$ cat src/rtl/ttl_pkg.sv
// template token lexer package: state codes, token kinds, result bundle type
// no dependencies
package ttl_pkg;

  localparam int NumW      = 32;
  localparam int LineW     = 16;
  localparam int KwCount   = 11;
  localparam int MaxRes    = 3;
  localparam int FifoDepth = 4;
  localparam int FifoAw    = 2;

  typedef enum logic [3:0] {
    ST_TEXT, ST_TEXT_BRACE, ST_CODE, ST_IDENT, ST_NUMBER, ST_STRING, ST_LBRACE,
    ST_RBRACE, ST_DOT, ST_EQ, ST_BANG, ST_LT, ST_GT, ST_AMP, ST_BAR
  } scan_e;

  localparam logic [5:0] K_RUN    = 6'd0;
  localparam logic [5:0] K_DLBR   = 6'd1;
  localparam logic [5:0] K_LBPCT  = 6'd3;
  localparam logic [5:0] K_STREND = 6'd5;
  localparam logic [5:0] K_IDENT  = 6'd6;
  localparam logic [5:0] K_NUM    = 6'd7;
  localparam logic [5:0] K_PLUS   = 6'd8;
  localparam logic [5:0] K_MINUS  = 6'd9;
  localparam logic [5:0] K_STAR   = 6'd10;
  localparam logic [5:0] K_SLASH  = 6'd11;
  localparam logic [5:0] K_PCT    = 6'd12;
  localparam logic [5:0] K_AND    = 6'd13;
  localparam logic [5:0] K_OR     = 6'd14;
  localparam logic [5:0] K_EQEQ   = 6'd15;
  localparam logic [5:0] K_NE     = 6'd16;
  localparam logic [5:0] K_LT     = 6'd17;
  localparam logic [5:0] K_GT     = 6'd18;
  localparam logic [5:0] K_LE     = 6'd19;
  localparam logic [5:0] K_GE     = 6'd20;
  localparam logic [5:0] K_LPAR   = 6'd21;
  localparam logic [5:0] K_RPAR   = 6'd22;
  localparam logic [5:0] K_LBR    = 6'd24;
  localparam logic [5:0] K_RBR    = 6'd25;
  localparam logic [5:0] K_LSQ    = 6'd26;
  localparam logic [5:0] K_RSQ    = 6'd27;
  localparam logic [5:0] K_RANGE  = 6'd30;
  localparam logic [5:0] K_EOF    = 6'd43;
  localparam logic [5:0] K_ERR    = 6'd44;
  localparam logic [5:0] K_TEXTB  = 6'd45;
  localparam logic [5:0] K_STRB   = 6'd46;
  localparam logic [5:0] K_IDB    = 6'd47;

  typedef struct packed {
    logic [1:0]               n;
    logic [2:0][5:0]          kind;
    logic [2:0][7:0]          tbyte;
    logic [NumW-1:0]          num;
    logic [LineW-1:0]         line;
    logic [LineW-1:0]         errl;
  } bndl_t;

  function automatic bndl_t push_res(bndl_t b, logic [5:0] k, logic [7:0] t);
    bndl_t r;
    r = b;
    if (b.n != 2'd3) begin
      r.kind[b.n]  = k;
      r.tbyte[b.n] = t;
      r.n          = b.n + 2'd1;
    end
    return r;
  endfunction

endpackage

$ cat src/rtl/ttl_if.sv
// word channel interfaces of the template token lexer
// depends on ttl_pkg
interface ttl_in_if;
  logic       valid;
  logic       ready;
  logic [7:0] ch;
  logic       end_of_input;
  modport source (output valid, ch, end_of_input, input ready);
  modport sink (input valid, ch, end_of_input, output ready);
endinterface

interface ttl_out_if;
  logic                     valid;
  logic                     ready;
  logic [5:0]               kind;
  logic [7:0]               text_byte;
  logic [ttl_pkg::NumW-1:0]  number_value;
  logic [ttl_pkg::LineW-1:0] line_number;
  logic [ttl_pkg::LineW-1:0] error_line;
  logic                     last;
  modport source (output valid, kind, text_byte, number_value, line_number, error_line, last,
                  input ready);
  modport sink (input valid, kind, text_byte, number_value, line_number, error_line, last,
                output ready);
endinterface

$ cat src/rtl/ttl_front.sv
// front end: per-word scanner state, keyword mask, result bundle builder
// depends on ttl_pkg
module ttl_front (
  input  logic              clk_i,
  input  logic              rst_ni,
  input  logic              in_valid_i,
  output logic              in_ready_o,
  input  logic [7:0]        ch_i,
  input  logic              eoi_i,
  output logic              push_o,
  input  logic              full_i,
  output ttl_pkg::bndl_t    bndl_o
);

  ttl_pkg::scan_e                st_q, st_d;
  logic                          tne_q, tne_d;
  logic [ttl_pkg::KwCount-1:0]   cand_q, cand_d;
  logic [3:0]                    pos_q, pos_d;
  logic [ttl_pkg::NumW-1:0]      acc_q, acc_d;
  logic [ttl_pkg::LineW-1:0]     line_q, line_d;
  logic [ttl_pkg::LineW-1:0]     errl_q, errl_d;
  ttl_pkg::bndl_t                b;
  logic                          fire;
  logic                          do_code;
  logic                          is_let, is_dig;
  logic [ttl_pkg::NumW+3:0]      prod;
  logic [3:0]                    dig;

  function automatic logic [79:0] kw_word(logic [3:0] k);
    logic [79:0] w;
    unique case (k)
      4'd0:    w = "if";
      4'd1:    w = "endif";
      4'd2:    w = "else";
      4'd3:    w = "for";
      4'd4:    w = "in";
      4'd5:    w = "endfor";
      4'd6:    w = "include";
      4'd7:    w = "blockprint";
      4'd8:    w = "menuprint";
      4'd9:    w = "block";
      4'd10:   w = "endblock";
      default: w = '0;
    endcase
    return w;
  endfunction

  function automatic logic [3:0] kw_len(logic [3:0] k);
    logic [3:0] l;
    unique case (k)
      4'd0, 4'd4: l = 4'd2;
      4'd1, 4'd9: l = 4'd5;
      4'd2:       l = 4'd4;
      4'd3:       l = 4'd3;
      4'd5:       l = 4'd6;
      4'd6:       l = 4'd7;
      4'd7:       l = 4'd10;
      4'd8:       l = 4'd9;
      4'd10:      l = 4'd8;
      default:    l = 4'd0;
    endcase
    return l;
  endfunction

  function automatic logic [5:0] kw_kind(logic [3:0] k);
    logic [5:0] r;
    unique case (k)
      4'd0:    r = 6'd33;
      4'd1:    r = 6'd34;
      4'd2:    r = 6'd35;
      4'd3:    r = 6'd36;
      4'd4:    r = 6'd38;
      4'd5:    r = 6'd37;
      4'd6:    r = 6'd32;
      4'd7:    r = 6'd39;
      4'd8:    r = 6'd40;
      4'd9:    r = 6'd41;
      4'd10:   r = 6'd42;
      default: r = ttl_pkg::K_IDENT;
    endcase
    return r;
  endfunction

  function automatic logic [ttl_pkg::KwCount-1:0] kw_feed(
      logic [ttl_pkg::KwCount-1:0] cand, logic [3:0] pos, logic [7:0] c);
    logic [ttl_pkg::KwCount-1:0] r;
    logic [79:0]                 w;
    logic [3:0]                  l;
    logic [3:0]                  sh;
    r = cand;
    for (int k = 0; k < ttl_pkg::KwCount; k++) begin
      w  = kw_word(4'(k));
      l  = kw_len(4'(k));
      sh = l - 4'd1 - pos;
      if (pos >= l || w[{sh, 3'b000} +: 8] != c) r[k] = 1'b0;
    end
    return r;
  endfunction

  function automatic logic [5:0] kw_pick(logic [ttl_pkg::KwCount-1:0] cand, logic [3:0] pos);
    logic [5:0] r;
    r = ttl_pkg::K_IDENT;
    for (int k = ttl_pkg::KwCount - 1; k >= 0; k--) begin
      if (cand[k] && kw_len(4'(k)) == pos) r = kw_kind(4'(k));
    end
    return r;
  endfunction

  assign fire       = in_valid_i && !full_i;
  assign in_ready_o = !full_i;
  assign is_let     = (ch_i >= "A" && ch_i <= "Z") || (ch_i >= "a" && ch_i <= "z");
  assign is_dig     = ch_i >= "0" && ch_i <= "9";
  assign dig        = ch_i[3:0];
  assign prod       = {1'b0, acc_q, 3'b000} + {3'b000, acc_q, 1'b0} +
                      {{ttl_pkg::NumW{1'b0}}, dig};

  always_comb begin
    st_d    = st_q;
    tne_d   = tne_q;
    cand_d  = cand_q;
    pos_d   = pos_q;
    acc_d   = acc_q;
    line_d  = line_q;
    errl_d  = errl_q;
    do_code = 1'b0;
    b       = '0;
    if (eoi_i) begin
      unique case (st_q)
        ttl_pkg::ST_TEXT_BRACE: begin
          b = ttl_pkg::push_res(b, ttl_pkg::K_TEXTB, "{");
          b = ttl_pkg::push_res(b, ttl_pkg::K_RUN, 8'd0);
        end
        ttl_pkg::ST_TEXT:   if (tne_q) b = ttl_pkg::push_res(b, ttl_pkg::K_RUN, 8'd0);
        ttl_pkg::ST_IDENT:  b = ttl_pkg::push_res(b, kw_pick(cand_q, pos_q), 8'd0);
        ttl_pkg::ST_NUMBER: begin
          b     = ttl_pkg::push_res(b, ttl_pkg::K_NUM, 8'd0);
          b.num = acc_q;
        end
        ttl_pkg::ST_LBRACE: b = ttl_pkg::push_res(b, ttl_pkg::K_LBR, 8'd0);
        ttl_pkg::ST_RBRACE: b = ttl_pkg::push_res(b, ttl_pkg::K_RBR, 8'd0);
        ttl_pkg::ST_LT:     b = ttl_pkg::push_res(b, ttl_pkg::K_LT, 8'd0);
        ttl_pkg::ST_GT:     b = ttl_pkg::push_res(b, ttl_pkg::K_GT, 8'd0);
        ttl_pkg::ST_STRING, ttl_pkg::ST_DOT, ttl_pkg::ST_EQ, ttl_pkg::ST_BANG,
        ttl_pkg::ST_AMP, ttl_pkg::ST_BAR: b = ttl_pkg::push_res(b, ttl_pkg::K_ERR, 8'd0);
        default: ;
      endcase
      b = ttl_pkg::push_res(b, ttl_pkg::K_EOF, 8'd0);
    end else begin
      if (ch_i == 8'd10 && line_q != '1) line_d = line_q + 1'b1;
      unique case (st_q)
        ttl_pkg::ST_TEXT: begin
          if (ch_i == "{") st_d = ttl_pkg::ST_TEXT_BRACE;
          else begin
            b     = ttl_pkg::push_res(b, ttl_pkg::K_TEXTB, ch_i);
            tne_d = 1'b1;
          end
        end
        ttl_pkg::ST_TEXT_BRACE: begin
          if (ch_i == "{") begin
            if (tne_q) b = ttl_pkg::push_res(b, ttl_pkg::K_RUN, 8'd0);
            tne_d = 1'b0;
            st_d  = ttl_pkg::ST_CODE;
          end else begin
            b     = ttl_pkg::push_res(b, ttl_pkg::K_TEXTB, "{");
            b     = ttl_pkg::push_res(b, ttl_pkg::K_TEXTB, ch_i);
            tne_d = 1'b1;
            st_d  = ttl_pkg::ST_TEXT;
          end
        end
        ttl_pkg::ST_IDENT: begin
          if (is_let || is_dig || ch_i == "_") begin
            b      = ttl_pkg::push_res(b, ttl_pkg::K_IDB, ch_i);
            cand_d = kw_feed(cand_q, pos_q, ch_i);
            if (pos_q != 4'd15) pos_d = pos_q + 4'd1;
          end else begin
            b       = ttl_pkg::push_res(b, kw_pick(cand_q, pos_q), 8'd0);
            do_code = 1'b1;
          end
        end
        ttl_pkg::ST_NUMBER: begin
          if (is_dig) begin
            acc_d = (prod[ttl_pkg::NumW+3:ttl_pkg::NumW] != 4'd0) ? '1
                                                                   : prod[ttl_pkg::NumW-1:0];
          end else begin
            b       = ttl_pkg::push_res(b, ttl_pkg::K_NUM, 8'd0);
            b.num   = acc_q;
            acc_d   = '0;
            do_code = 1'b1;
          end
        end
        ttl_pkg::ST_STRING: begin
          if (ch_i == "\"") begin
            b    = ttl_pkg::push_res(b, ttl_pkg::K_STREND, 8'd0);
            st_d = ttl_pkg::ST_CODE;
          end else b = ttl_pkg::push_res(b, ttl_pkg::K_STRB, ch_i);
        end
        ttl_pkg::ST_LBRACE: begin
          b = ttl_pkg::push_res(b, (ch_i == "{") ? ttl_pkg::K_DLBR :
                                   (ch_i == "%") ? ttl_pkg::K_LBPCT : ttl_pkg::K_LBR, 8'd0);
          st_d = ttl_pkg::ST_CODE;
        end
        ttl_pkg::ST_RBRACE: begin
          if (ch_i == "}") begin
            tne_d = 1'b0;
            st_d  = ttl_pkg::ST_TEXT;
          end else begin
            b       = ttl_pkg::push_res(b, ttl_pkg::K_RBR, 8'd0);
            do_code = 1'b1;
          end
        end
        ttl_pkg::ST_DOT: begin
          b    = ttl_pkg::push_res(b, (ch_i == ".") ? ttl_pkg::K_RANGE : ttl_pkg::K_ERR, 8'd0);
          st_d = ttl_pkg::ST_CODE;
        end
        ttl_pkg::ST_EQ, ttl_pkg::ST_BANG, ttl_pkg::ST_LT, ttl_pkg::ST_GT: begin
          if (ch_i == "=") begin
            b = ttl_pkg::push_res(b, (st_q == ttl_pkg::ST_EQ) ? ttl_pkg::K_EQEQ :
                                     (st_q == ttl_pkg::ST_BANG) ? ttl_pkg::K_NE :
                                     (st_q == ttl_pkg::ST_LT) ? ttl_pkg::K_LE : ttl_pkg::K_GE,
                                  8'd0);
            st_d = ttl_pkg::ST_CODE;
          end else begin
            b = ttl_pkg::push_res(b, (st_q == ttl_pkg::ST_LT) ? ttl_pkg::K_LT :
                                     (st_q == ttl_pkg::ST_GT) ? ttl_pkg::K_GT : ttl_pkg::K_ERR,
                                  8'd0);
            do_code = 1'b1;
          end
        end
        ttl_pkg::ST_AMP, ttl_pkg::ST_BAR: begin
          if ((st_q == ttl_pkg::ST_AMP && ch_i == "&") ||
              (st_q == ttl_pkg::ST_BAR && ch_i == "|")) begin
            b = ttl_pkg::push_res(b, (st_q == ttl_pkg::ST_AMP) ? ttl_pkg::K_AND : ttl_pkg::K_OR,
                                  8'd0);
            st_d = ttl_pkg::ST_CODE;
          end else begin
            b       = ttl_pkg::push_res(b, ttl_pkg::K_ERR, 8'd0);
            do_code = 1'b1;
          end
        end
        default: do_code = 1'b1;
      endcase

      // plain code character
      if (do_code) begin
        st_d = ttl_pkg::ST_CODE;
        if (ch_i <= 8'd32) begin
        end else if (is_dig) begin
          acc_d = {{(ttl_pkg::NumW-4){1'b0}}, dig};
          st_d  = ttl_pkg::ST_NUMBER;
        end else if (is_let) begin
          cand_d = kw_feed('1, 4'd0, ch_i);
          pos_d  = 4'd1;
          b      = ttl_pkg::push_res(b, ttl_pkg::K_IDB, ch_i);
          st_d   = ttl_pkg::ST_IDENT;
        end else begin
          case (ch_i)
            ".":  st_d = ttl_pkg::ST_DOT;
            "{":  st_d = ttl_pkg::ST_LBRACE;
            "}":  st_d = ttl_pkg::ST_RBRACE;
            "&":  st_d = ttl_pkg::ST_AMP;
            "|":  st_d = ttl_pkg::ST_BAR;
            "<":  st_d = ttl_pkg::ST_LT;
            ">":  st_d = ttl_pkg::ST_GT;
            "=":  st_d = ttl_pkg::ST_EQ;
            "!":  st_d = ttl_pkg::ST_BANG;
            "\"": st_d = ttl_pkg::ST_STRING;
            "[":  b = ttl_pkg::push_res(b, ttl_pkg::K_LSQ, 8'd0);
            "]":  b = ttl_pkg::push_res(b, ttl_pkg::K_RSQ, 8'd0);
            "(":  b = ttl_pkg::push_res(b, ttl_pkg::K_LPAR, 8'd0);
            ")":  b = ttl_pkg::push_res(b, ttl_pkg::K_RPAR, 8'd0);
            "-":  b = ttl_pkg::push_res(b, ttl_pkg::K_MINUS, 8'd0);
            "+":  b = ttl_pkg::push_res(b, ttl_pkg::K_PLUS, 8'd0);
            "*":  b = ttl_pkg::push_res(b, ttl_pkg::K_STAR, 8'd0);
            "/":  b = ttl_pkg::push_res(b, ttl_pkg::K_SLASH, 8'd0);
            "%":  b = ttl_pkg::push_res(b, ttl_pkg::K_PCT, 8'd0);
            default: begin
              b = ttl_pkg::push_res(b, ttl_pkg::K_ERR, 8'd0);
              if (errl_q == '0) errl_d = line_d;
            end
          endcase
        end
      end
    end
    b.line = line_d;
    b.errl = errl_d;
    if (eoi_i) begin
      st_d   = ttl_pkg::ST_TEXT;
      tne_d  = 1'b0;
      cand_d = '1;
      pos_d  = 4'd0;
      acc_d  = '0;
      line_d = {{(ttl_pkg::LineW-1){1'b0}}, 1'b1};
      errl_d = '0;
    end
  end

  assign push_o = fire && (b.n != 2'd0);
  assign bndl_o = b;

  always_ff @(posedge clk_i or negedge rst_ni) begin
    if (!rst_ni) begin
      st_q   <= ttl_pkg::ST_TEXT;
      tne_q  <= 1'b0;
      cand_q <= '1;
      pos_q  <= 4'd0;
      acc_q  <= '0;
      line_q <= {{(ttl_pkg::LineW-1){1'b0}}, 1'b1};
      errl_q <= '0;
    end else if (fire) begin
      st_q   <= st_d;
      tne_q  <= tne_d;
      cand_q <= cand_d;
      pos_q  <= pos_d;
      acc_q  <= acc_d;
      line_q <= line_d;
      errl_q <= errl_d;
    end
  end

endmodule

$ cat src/rtl/ttl_fifo.sv
// result bundle queue between scanner front and result back end
// depends on ttl_pkg
module ttl_fifo (
  input  logic           clk_i,
  input  logic           rst_ni,
  input  logic           push_i,
  input  ttl_pkg::bndl_t wdata_i,
  output logic           full_o,
  input  logic           pop_i,
  output logic           valid_o,
  output ttl_pkg::bndl_t rdata_o
);

  ttl_pkg::bndl_t               mem_q [ttl_pkg::FifoDepth];
  logic [ttl_pkg::FifoAw-1:0]   wp_q, rp_q;
  logic [ttl_pkg::FifoAw:0]     cnt_q;

  assign full_o  = cnt_q == (ttl_pkg::FifoAw+1)'(ttl_pkg::FifoDepth);
  assign valid_o = cnt_q != '0;
  assign rdata_o = mem_q[rp_q];

  always_ff @(posedge clk_i) begin
    if (push_i) mem_q[wp_q] <= wdata_i;
  end

  always_ff @(posedge clk_i or negedge rst_ni) begin
    if (!rst_ni) begin
      wp_q  <= '0;
      rp_q  <= '0;
      cnt_q <= '0;
    end else begin
      if (push_i) wp_q <= wp_q + 1'b1;
      if (pop_i) rp_q <= rp_q + 1'b1;
      cnt_q <= cnt_q + (ttl_pkg::FifoAw+1)'(push_i) - (ttl_pkg::FifoAw+1)'(pop_i);
    end
  end

  a_no_overflow: assert property (@(posedge clk_i) disable iff (!rst_ni)
    !(push_i && full_o)) else $error("push into full queue");
  a_no_underflow: assert property (@(posedge clk_i) disable iff (!rst_ni)
    pop_i |-> valid_o) else $error("pop from empty queue");
  a_cnt_range: assert property (@(posedge clk_i) disable iff (!rst_ni)
    cnt_q <= (ttl_pkg::FifoAw+1)'(ttl_pkg::FifoDepth)) else $error("queue count out of range");
  a_nonempty_bundle: assert property (@(posedge clk_i) disable iff (!rst_ni)
    valid_o |-> rdata_o.n != 2'd0) else $error("empty bundle queued");

endmodule

$ cat src/rtl/ttl_back.sv
// back end: walks the head bundle and hands out one result word per handshake
// depends on ttl_pkg
module ttl_back (
  input  logic                      clk_i,
  input  logic                      rst_ni,
  input  logic                      valid_i,
  input  ttl_pkg::bndl_t            bndl_i,
  output logic                      pop_o,
  output logic                      out_valid_o,
  input  logic                      out_ready_i,
  output logic [5:0]                kind_o,
  output logic [7:0]                text_byte_o,
  output logic [ttl_pkg::NumW-1:0]  number_value_o,
  output logic [ttl_pkg::LineW-1:0] line_number_o,
  output logic [ttl_pkg::LineW-1:0] error_line_o,
  output logic                      last_o
);

  logic [1:0] idx_q, idx_d;
  logic       take;

  assign out_valid_o    = valid_i;
  assign take           = valid_i && out_ready_i;
  assign last_o         = idx_q == bndl_i.n - 2'd1;
  assign pop_o          = take && last_o;
  assign kind_o         = bndl_i.kind[idx_q];
  assign text_byte_o    = bndl_i.tbyte[idx_q];
  assign number_value_o = (kind_o == ttl_pkg::K_NUM) ? bndl_i.num : '0;
  assign line_number_o  = bndl_i.line;
  assign error_line_o   = bndl_i.errl;

  always_comb begin
    idx_d = idx_q;
    if (pop_o) idx_d = 2'd0;
    else if (take) idx_d = idx_q + 2'd1;
  end

  always_ff @(posedge clk_i or negedge rst_ni) begin
    if (!rst_ni) idx_q <= 2'd0;
    else idx_q <= idx_d;
  end

  a_idx_in_bundle: assert property (@(posedge clk_i) disable iff (!rst_ni)
    valid_i |-> idx_q < bndl_i.n) else $error("result index past bundle");
  a_idx_idle_zero: assert property (@(posedge clk_i) disable iff (!rst_ni)
    !valid_i |-> idx_q == 2'd0) else $error("index not cleared");
  a_pop_restart: assert property (@(posedge clk_i) disable iff (!rst_ni)
    pop_o |=> idx_q == 2'd0) else $error("index not cleared after pop");

endmodule

$ cat src/rtl/template_token_lexer_top.sv
// template token lexer top level: front scanner, bundle queue, result back end
// depends on ttl_pkg, ttl_if, ttl_front, ttl_fifo, ttl_back
//
// channel  dir  word
// in_i     in   ch, end_of_input
// out_o    out  kind, text_byte, number_value, line_number, error_line, last
//
// one input word per cycle; each word yields zero to three result words
// results leave one per cycle while the receiver is ready, from a four-entry bundle queue
// input stalls only when the queue is full
// asynchronous active-low reset, no clearing pass
module template_token_lexer_top (
  input  logic      clk_i,
  input  logic      rst_ni,
  ttl_in_if.sink    in_i,
  ttl_out_if.source out_o
);

  ttl_pkg::bndl_t wbndl, rbndl;
  logic           push, full, pop, qvalid;

  ttl_front u_front (
    .clk_i      (clk_i),
    .rst_ni     (rst_ni),
    .in_valid_i (in_i.valid),
    .in_ready_o (in_i.ready),
    .ch_i       (in_i.ch),
    .eoi_i      (in_i.end_of_input),
    .push_o     (push),
    .full_i     (full),
    .bndl_o     (wbndl)
  );

  ttl_fifo u_fifo (
    .clk_i   (clk_i),
    .rst_ni  (rst_ni),
    .push_i  (push),
    .wdata_i (wbndl),
    .full_o  (full),
    .pop_i   (pop),
    .valid_o (qvalid),
    .rdata_o (rbndl)
  );

  ttl_back u_back (
    .clk_i          (clk_i),
    .rst_ni         (rst_ni),
    .valid_i        (qvalid),
    .bndl_i         (rbndl),
    .pop_o          (pop),
    .out_valid_o    (out_o.valid),
    .out_ready_i    (out_o.ready),
    .kind_o         (out_o.kind),
    .text_byte_o    (out_o.text_byte),
    .number_value_o (out_o.number_value),
    .line_number_o  (out_o.line_number),
    .error_line_o   (out_o.error_line),
    .last_o         (out_o.last)
  );

endmodule

$ cat src/flat_wrapper.sv
// flat-port wrapper written by rule: the top's interface ports become plain ports
module template_token_lexer_top_flat 
  (clk_i, rst_ni, in_i_valid, in_i_ch, in_i_end_of_input, in_i_ready, out_o_valid, out_o_kind, out_o_text_byte, out_o_number_value, out_o_line_number, out_o_error_line, out_o_last, out_o_ready);
  ttl_in_if in_i_i ();
  ttl_out_if out_o_i ();
  input  logic clk_i;
  input  logic rst_ni;
  input wire logic [$bits(in_i_i.valid)-1:0] in_i_valid;
  input wire logic [$bits(in_i_i.ch)-1:0] in_i_ch;
  input wire logic [$bits(in_i_i.end_of_input)-1:0] in_i_end_of_input;
  output wire logic [$bits(in_i_i.ready)-1:0] in_i_ready;
  output wire logic [$bits(out_o_i.valid)-1:0] out_o_valid;
  output wire logic [$bits(out_o_i.kind)-1:0] out_o_kind;
  output wire logic [$bits(out_o_i.text_byte)-1:0] out_o_text_byte;
  output wire logic [$bits(out_o_i.number_value)-1:0] out_o_number_value;
  output wire logic [$bits(out_o_i.line_number)-1:0] out_o_line_number;
  output wire logic [$bits(out_o_i.error_line)-1:0] out_o_error_line;
  output wire logic [$bits(out_o_i.last)-1:0] out_o_last;
  input wire logic [$bits(out_o_i.ready)-1:0] out_o_ready;
  assign in_i_i.valid = in_i_valid;
  assign in_i_i.ch = in_i_ch;
  assign in_i_i.end_of_input = in_i_end_of_input;
  assign in_i_ready = in_i_i.ready;
  assign out_o_valid = out_o_i.valid;
  assign out_o_kind = out_o_i.kind;
  assign out_o_text_byte = out_o_i.text_byte;
  assign out_o_number_value = out_o_i.number_value;
  assign out_o_line_number = out_o_i.line_number;
  assign out_o_error_line = out_o_i.error_line;
  assign out_o_last = out_o_i.last;
  assign out_o_i.ready = out_o_ready;
  template_token_lexer_top u_core (.clk_i(clk_i), .rst_ni(rst_ni), .in_i(in_i_i), .out_o(out_o_i));
endmodule
$ cat config.mk
export PLATFORM = sky130hd
export DESIGN_NAME = template_token_lexer_top_flat
export DESIGN_NICKNAME = d
export VERILOG_FILES = /design/src/rtl/ttl_pkg.sv /design/src/rtl/ttl_if.sv /design/src/rtl/ttl_front.sv /design/src/rtl/ttl_fifo.sv /design/src/rtl/ttl_back.sv /design/src/rtl/template_token_lexer_top.sv /design/src/flat_wrapper.sv
export SDC_FILE = /design/constraint.sdc
export NUM_CORES = 1
export LEC_CHECK = 0
export ABC_CLOCK_PERIOD_IN_PS = 7180
export BUFFER_PORTS_ARGS = -buffer_cell sky130_fd_sc_hd__buf_2
export CAP_MARGIN = 25
export CORE_MARGIN = 1.5
export CORE_UTILIZATION = 48
export DETAILED_ROUTE_END_ITERATION = 7
export MAX_ROUTING_LAYER = met4
export PLACE_DENSITY_LB_ADDON = 0.05
export SYNTH_ARGS = -nofsm -noshare
export SYNTH_HDL_FRONTEND = slang
export SYNTH_SLANG_ARGS = --single-unit
export TNS_END_PERCENT = 50
$ cat constraint.sdc
create_clock -name clk_i -period 7.18 [get_ports clk_i]
set_input_delay 0.718 -clock clk_i [delete_from_list [all_inputs] [get_ports clk_i]]
set_output_delay 0.718 -clock clk_i [all_outputs]
set_load 0.005 [all_outputs]
==> impl_metrics.csv <==
group,metric,value,unit
run_status,status,"completed",
timing,fin_skew,19.6,ps
grt,first_global_vias,18500,
power_and_ir_drop,vdd_drop_max,0.000283,V
timing,fmax,194,MHz
final_layout,finalNetCount,2398,
grt,grt_max_degree,63,
placed_design,post_dp_area,0.0290,sq mm
die,core,0.0575,sq mm
final_layout,area_taken_by_flip_flops_and_latches,0.0153,sq mm
route,drt-wirelength-per-cell,24.1,um
power_and_ir_drop,powerDensity,326,mW/mm^2
die,floorplan.initialDensity,48.4,%
placed_design,numPlacedInstances,2995,
synth,synth-seq-area-share,55.1,%
final_layout,multi_input_comb_area,0.0117,sq mm
grt,global_route.usage.total,25.9,%
clocking,max-clock-path-buffers,3,
route,route.detailed.drc,0,
die,die_h,244,um
clocking,cts.clk_slew.worst_paths,60,ps
clocking,cts_resized,0,
die,chipWidth,244,um
timing,grt_setup_unrepaired,"false",
die,ios,94,
power_and_ir_drop,cellLeakagePower,11.4,nW
placed_design,hpwl,49.5,mm
synth,postSynthCellCount,2217,
route,vias,18900,
die,floorplan.rows,88,
timing,number_of_hold_violations_in_the_final_report,0,
final_layout,layout.cell_area.non_filler,0.0307,sq mm
critical_path,crit_path_cell_trace,"nand2b_1 > o22ai_1 > nand4b_1 > or3_1 > buf_4 > nor2b_1 > buf_2",
route,via_per_inst,6.11,
critical_path,arrival,4450,ps
synth,ys.flop_type,"sky130_fd_sc_hd__edfxtp_1",
synth,synth.avg_cell_area,12.5,sq um
placed_design,buffer_ports.inserted,93,
synth,ys.warnings.count,0,
critical_path,critPathRequiredTime,6460,ps
final_layout,synthToLayoutAreaGrowth,10.5,%
final_layout,fillerInstances,4946,
grt,grt.overflow.total,0,
clocking,cts_tree,"done",
timing,tightest_pin_transition,1060,ps
placed_design,routabilityCongestion,0.954,
clocking,clock_insertion_delay_worst_skew,600,ps
grt,number_of_antenna_violations_at_the_first_check_in_global_routing,0,
critical_path,cp_slowest_cell,"sky130_fd_sc_hd__dfrtp_1",
synth,synth.ff_latch_count,525,
grt,grt_pass1_wl,115,mm
route,routed_wire_length,74.6,mm
final_layout,final_layout_size_suffix_gt1_share,16.4,%
final_layout,antenna_cells,0,
timing,finalCriticalPeriod,5170,ps
clocking,cts.htree.levels,2,
critical_path,critPathCaptureType,"primary output",
timing,slew_viol_final,0,
job,reported_max_cap_violation_count,0,
clocking,hold_buffers,0,
route,drt_iter0_drc,1426,
synth,synth_cell_types,103,
timing,tns,0,ps
clocking,cts_num_sinks,525,
placed_design,placement.setup.worst_slack,1850,ps
timing,timing.max_slew.rel_slack,29.0,%
timing,setup_viol,0,
timing,worst_case_setup_margin_in_the_final_layout,2010,ps
clocking,cts_post_setup_buffers_inserted,0,
synth,post_synth_instance_area,0.0278,sq mm
synth,synth-edff-count,432,
critical_path,critical_path.startpoint_type,"register",
critical_path,path_delay_family,"simple AND/OR/NAND/NOR gates",
critical_path,worstPathBufferInverterCount,2,
clocking,clock-root-buffer,"sky130_fd_sc_hd__clkbuf_16",
synth,async_reset_ff_share,17.7,%
die,die_area,0.0594,sq mm
route,drt_pass1_iterations,7,
critical_path,slowest_delay,910,ps
route,postRouteAntennaNets,0,
final_layout,final_cells,3100,
critical_path,worst-setup-path-type,"reg2out",
timing,fin_crit_sh,72.0,%
clocking,cts_inserted_buffers,55,
hold_path,hold_wc_path_type,"in2async",
critical_path,critPathMaxFanout,20,
-- area by class of cell --
| class | instances | area share, % |
|---|---|---|
| repair buffers | 129 | 2.61 |
| clock buffers | 80 | 4.99 |
| well taps | 765 | 3.11 |
| clock inverters | 23 | 0.611 |
| flip-flops and latches | 525 | 49.9 |
| inverters | 55 | 0.672 |
| multi-input cells | 1523 | 38.2 |
-- metal layers --
layer | global-route usage [%] | vias up | routed length (um)
li1 | - | 8632 | -
met1 | 37.8 | 9665 | 35400
met2 | 39.0 | 527 | 34100
met3 | 3.07 | 105 | 3610
met4 | 5.85 | 0 | 1480
met5 | - | - | 0
-- state kept, by name (all words and copies together) (netlist names) --
register               count
u_core.u_back.idx_q        2
u_core.u_fifo.cnt_q        3
u_core.u_fifo.mem_q      432
u_core.u_front.tne_q       1
u_core.u_fifo.rp_q         2
u_core.u_front.st_q        4
u_core.u_front.cand_q     11
u_core.u_fifo.wp_q         2
u_core.u_front.errl_q     16
u_core.u_front.acc_q      32
u_core.u_front.pos_q       4
u_core.u_front.line_q     16
-- placed cells by master (no fill, tap or decap), drive strengths merged, types with 17 or more instances in the layout --
master and count:
a21oi 134, xnor2 63, dfrtp 81, o21ai 107, nor3 38, nor2b 51, edfxtp 432, a31oi 56
a41oi 30, nand2 145, a22o 28, conb 40, or2 22, o22ai 24, ha 93, clkinv 20
xor2 36, buf 129, and3 21, nand4 17, and2 58, clkbuf 80, nand3 46, mux4 107
inv 53, mux2i 30, nor2 149
-- cell families (layout without fill, tap and decap cells) --
logic type / after synthesis / in the layout / share of synthesized area (%)
adders and majority gates: 96 / 96 / 4.40
other: 1 / 40 / 0.0135
and+or+nand+nor: 611 / 611 / 11.1
xor gates and xnor gates: 99 / 99 / 3.12
AOI/OAI and AO/OA: 532 / 532 / 12.8
DFF: 525 / 525 / 55.1
muxes: 145 / 145 / 10.1
buffers and inverters: 208 / 287 / 3.41
-- through the flow --
stage / utilization [%] / hold slack [ps] / power, mW
final: 53.5 / 124 / 10.0
after global routing: 53.5 / 155 / 10.5
after CTS: 53.4 / 127 / 10.1
after detailed placement: 50.4 / 482 / 7.40
after global placement: 50.4 / 478 / 7.36
after floorplan: - / 422 / 6.39
-- cell usage after synthesis (all sizes together), types with 13 or more instances --
cell type,number,area share (%)
dfrtp,81,7.3
nand2b,15,0.34
a22o,28,0.88
nand4,17,0.38
mux4,107,8.7
a21o,16,0.44
o21ai,107,1.9
nor3,38,0.68
a31oi,56,1.3
o211ai,13,0.35
a211oi,13,0.37
a41oi,30,0.94
nor4,14,0.34
a21oi,134,2.5
or2,22,0.49
nand2,145,2.0
mux2i,30,1.1
nor2,149,2.0
clkbuf,104,1.6
buf,48,1.0
ha,93,4.2
xnor2,63,2.0
o22ai,24,0.54
and2,58,1.3
nand3,46,0.83
xor2,36,1.1
edfxtp,432,47
and3,21,0.48
inv,53,0.72
nor2b,51,1.2
-- final timing paths --
kind / slack (ps) / startpoint / endpoint / cells after the start
setup / recovery: 2010 / u_core.u_back.idx_q[0] / out_o_number_value[11] / 7
hold / removal: 120 / rst_ni / u_core.u_back.idx_q[1] / 1
setup reg to reg: 2340 / u_core.u_front.st_q[2] / u_core.u_fifo.mem_q[1][69] / 10
hold reg to reg: 490 / u_core.u_fifo.cnt_q[2] / u_core.u_fifo.cnt_q[2] / 1
max in group asynchronous: 5780 / rst_ni / u_core.u_front.acc_q[27] / 2
min in group clk_i: 490 / out_o_ready / u_core.u_back.idx_q[0] / 4
-- where the power goes --
group	switching [mW]	internal (mW)	total, mW
registers	0.265	3.92	4.18
logic	1.78	1.35	3.13
clock network	1.15	1.55	2.70
total	3.19	6.82	10.0
(Power assumes the default switching activity.)
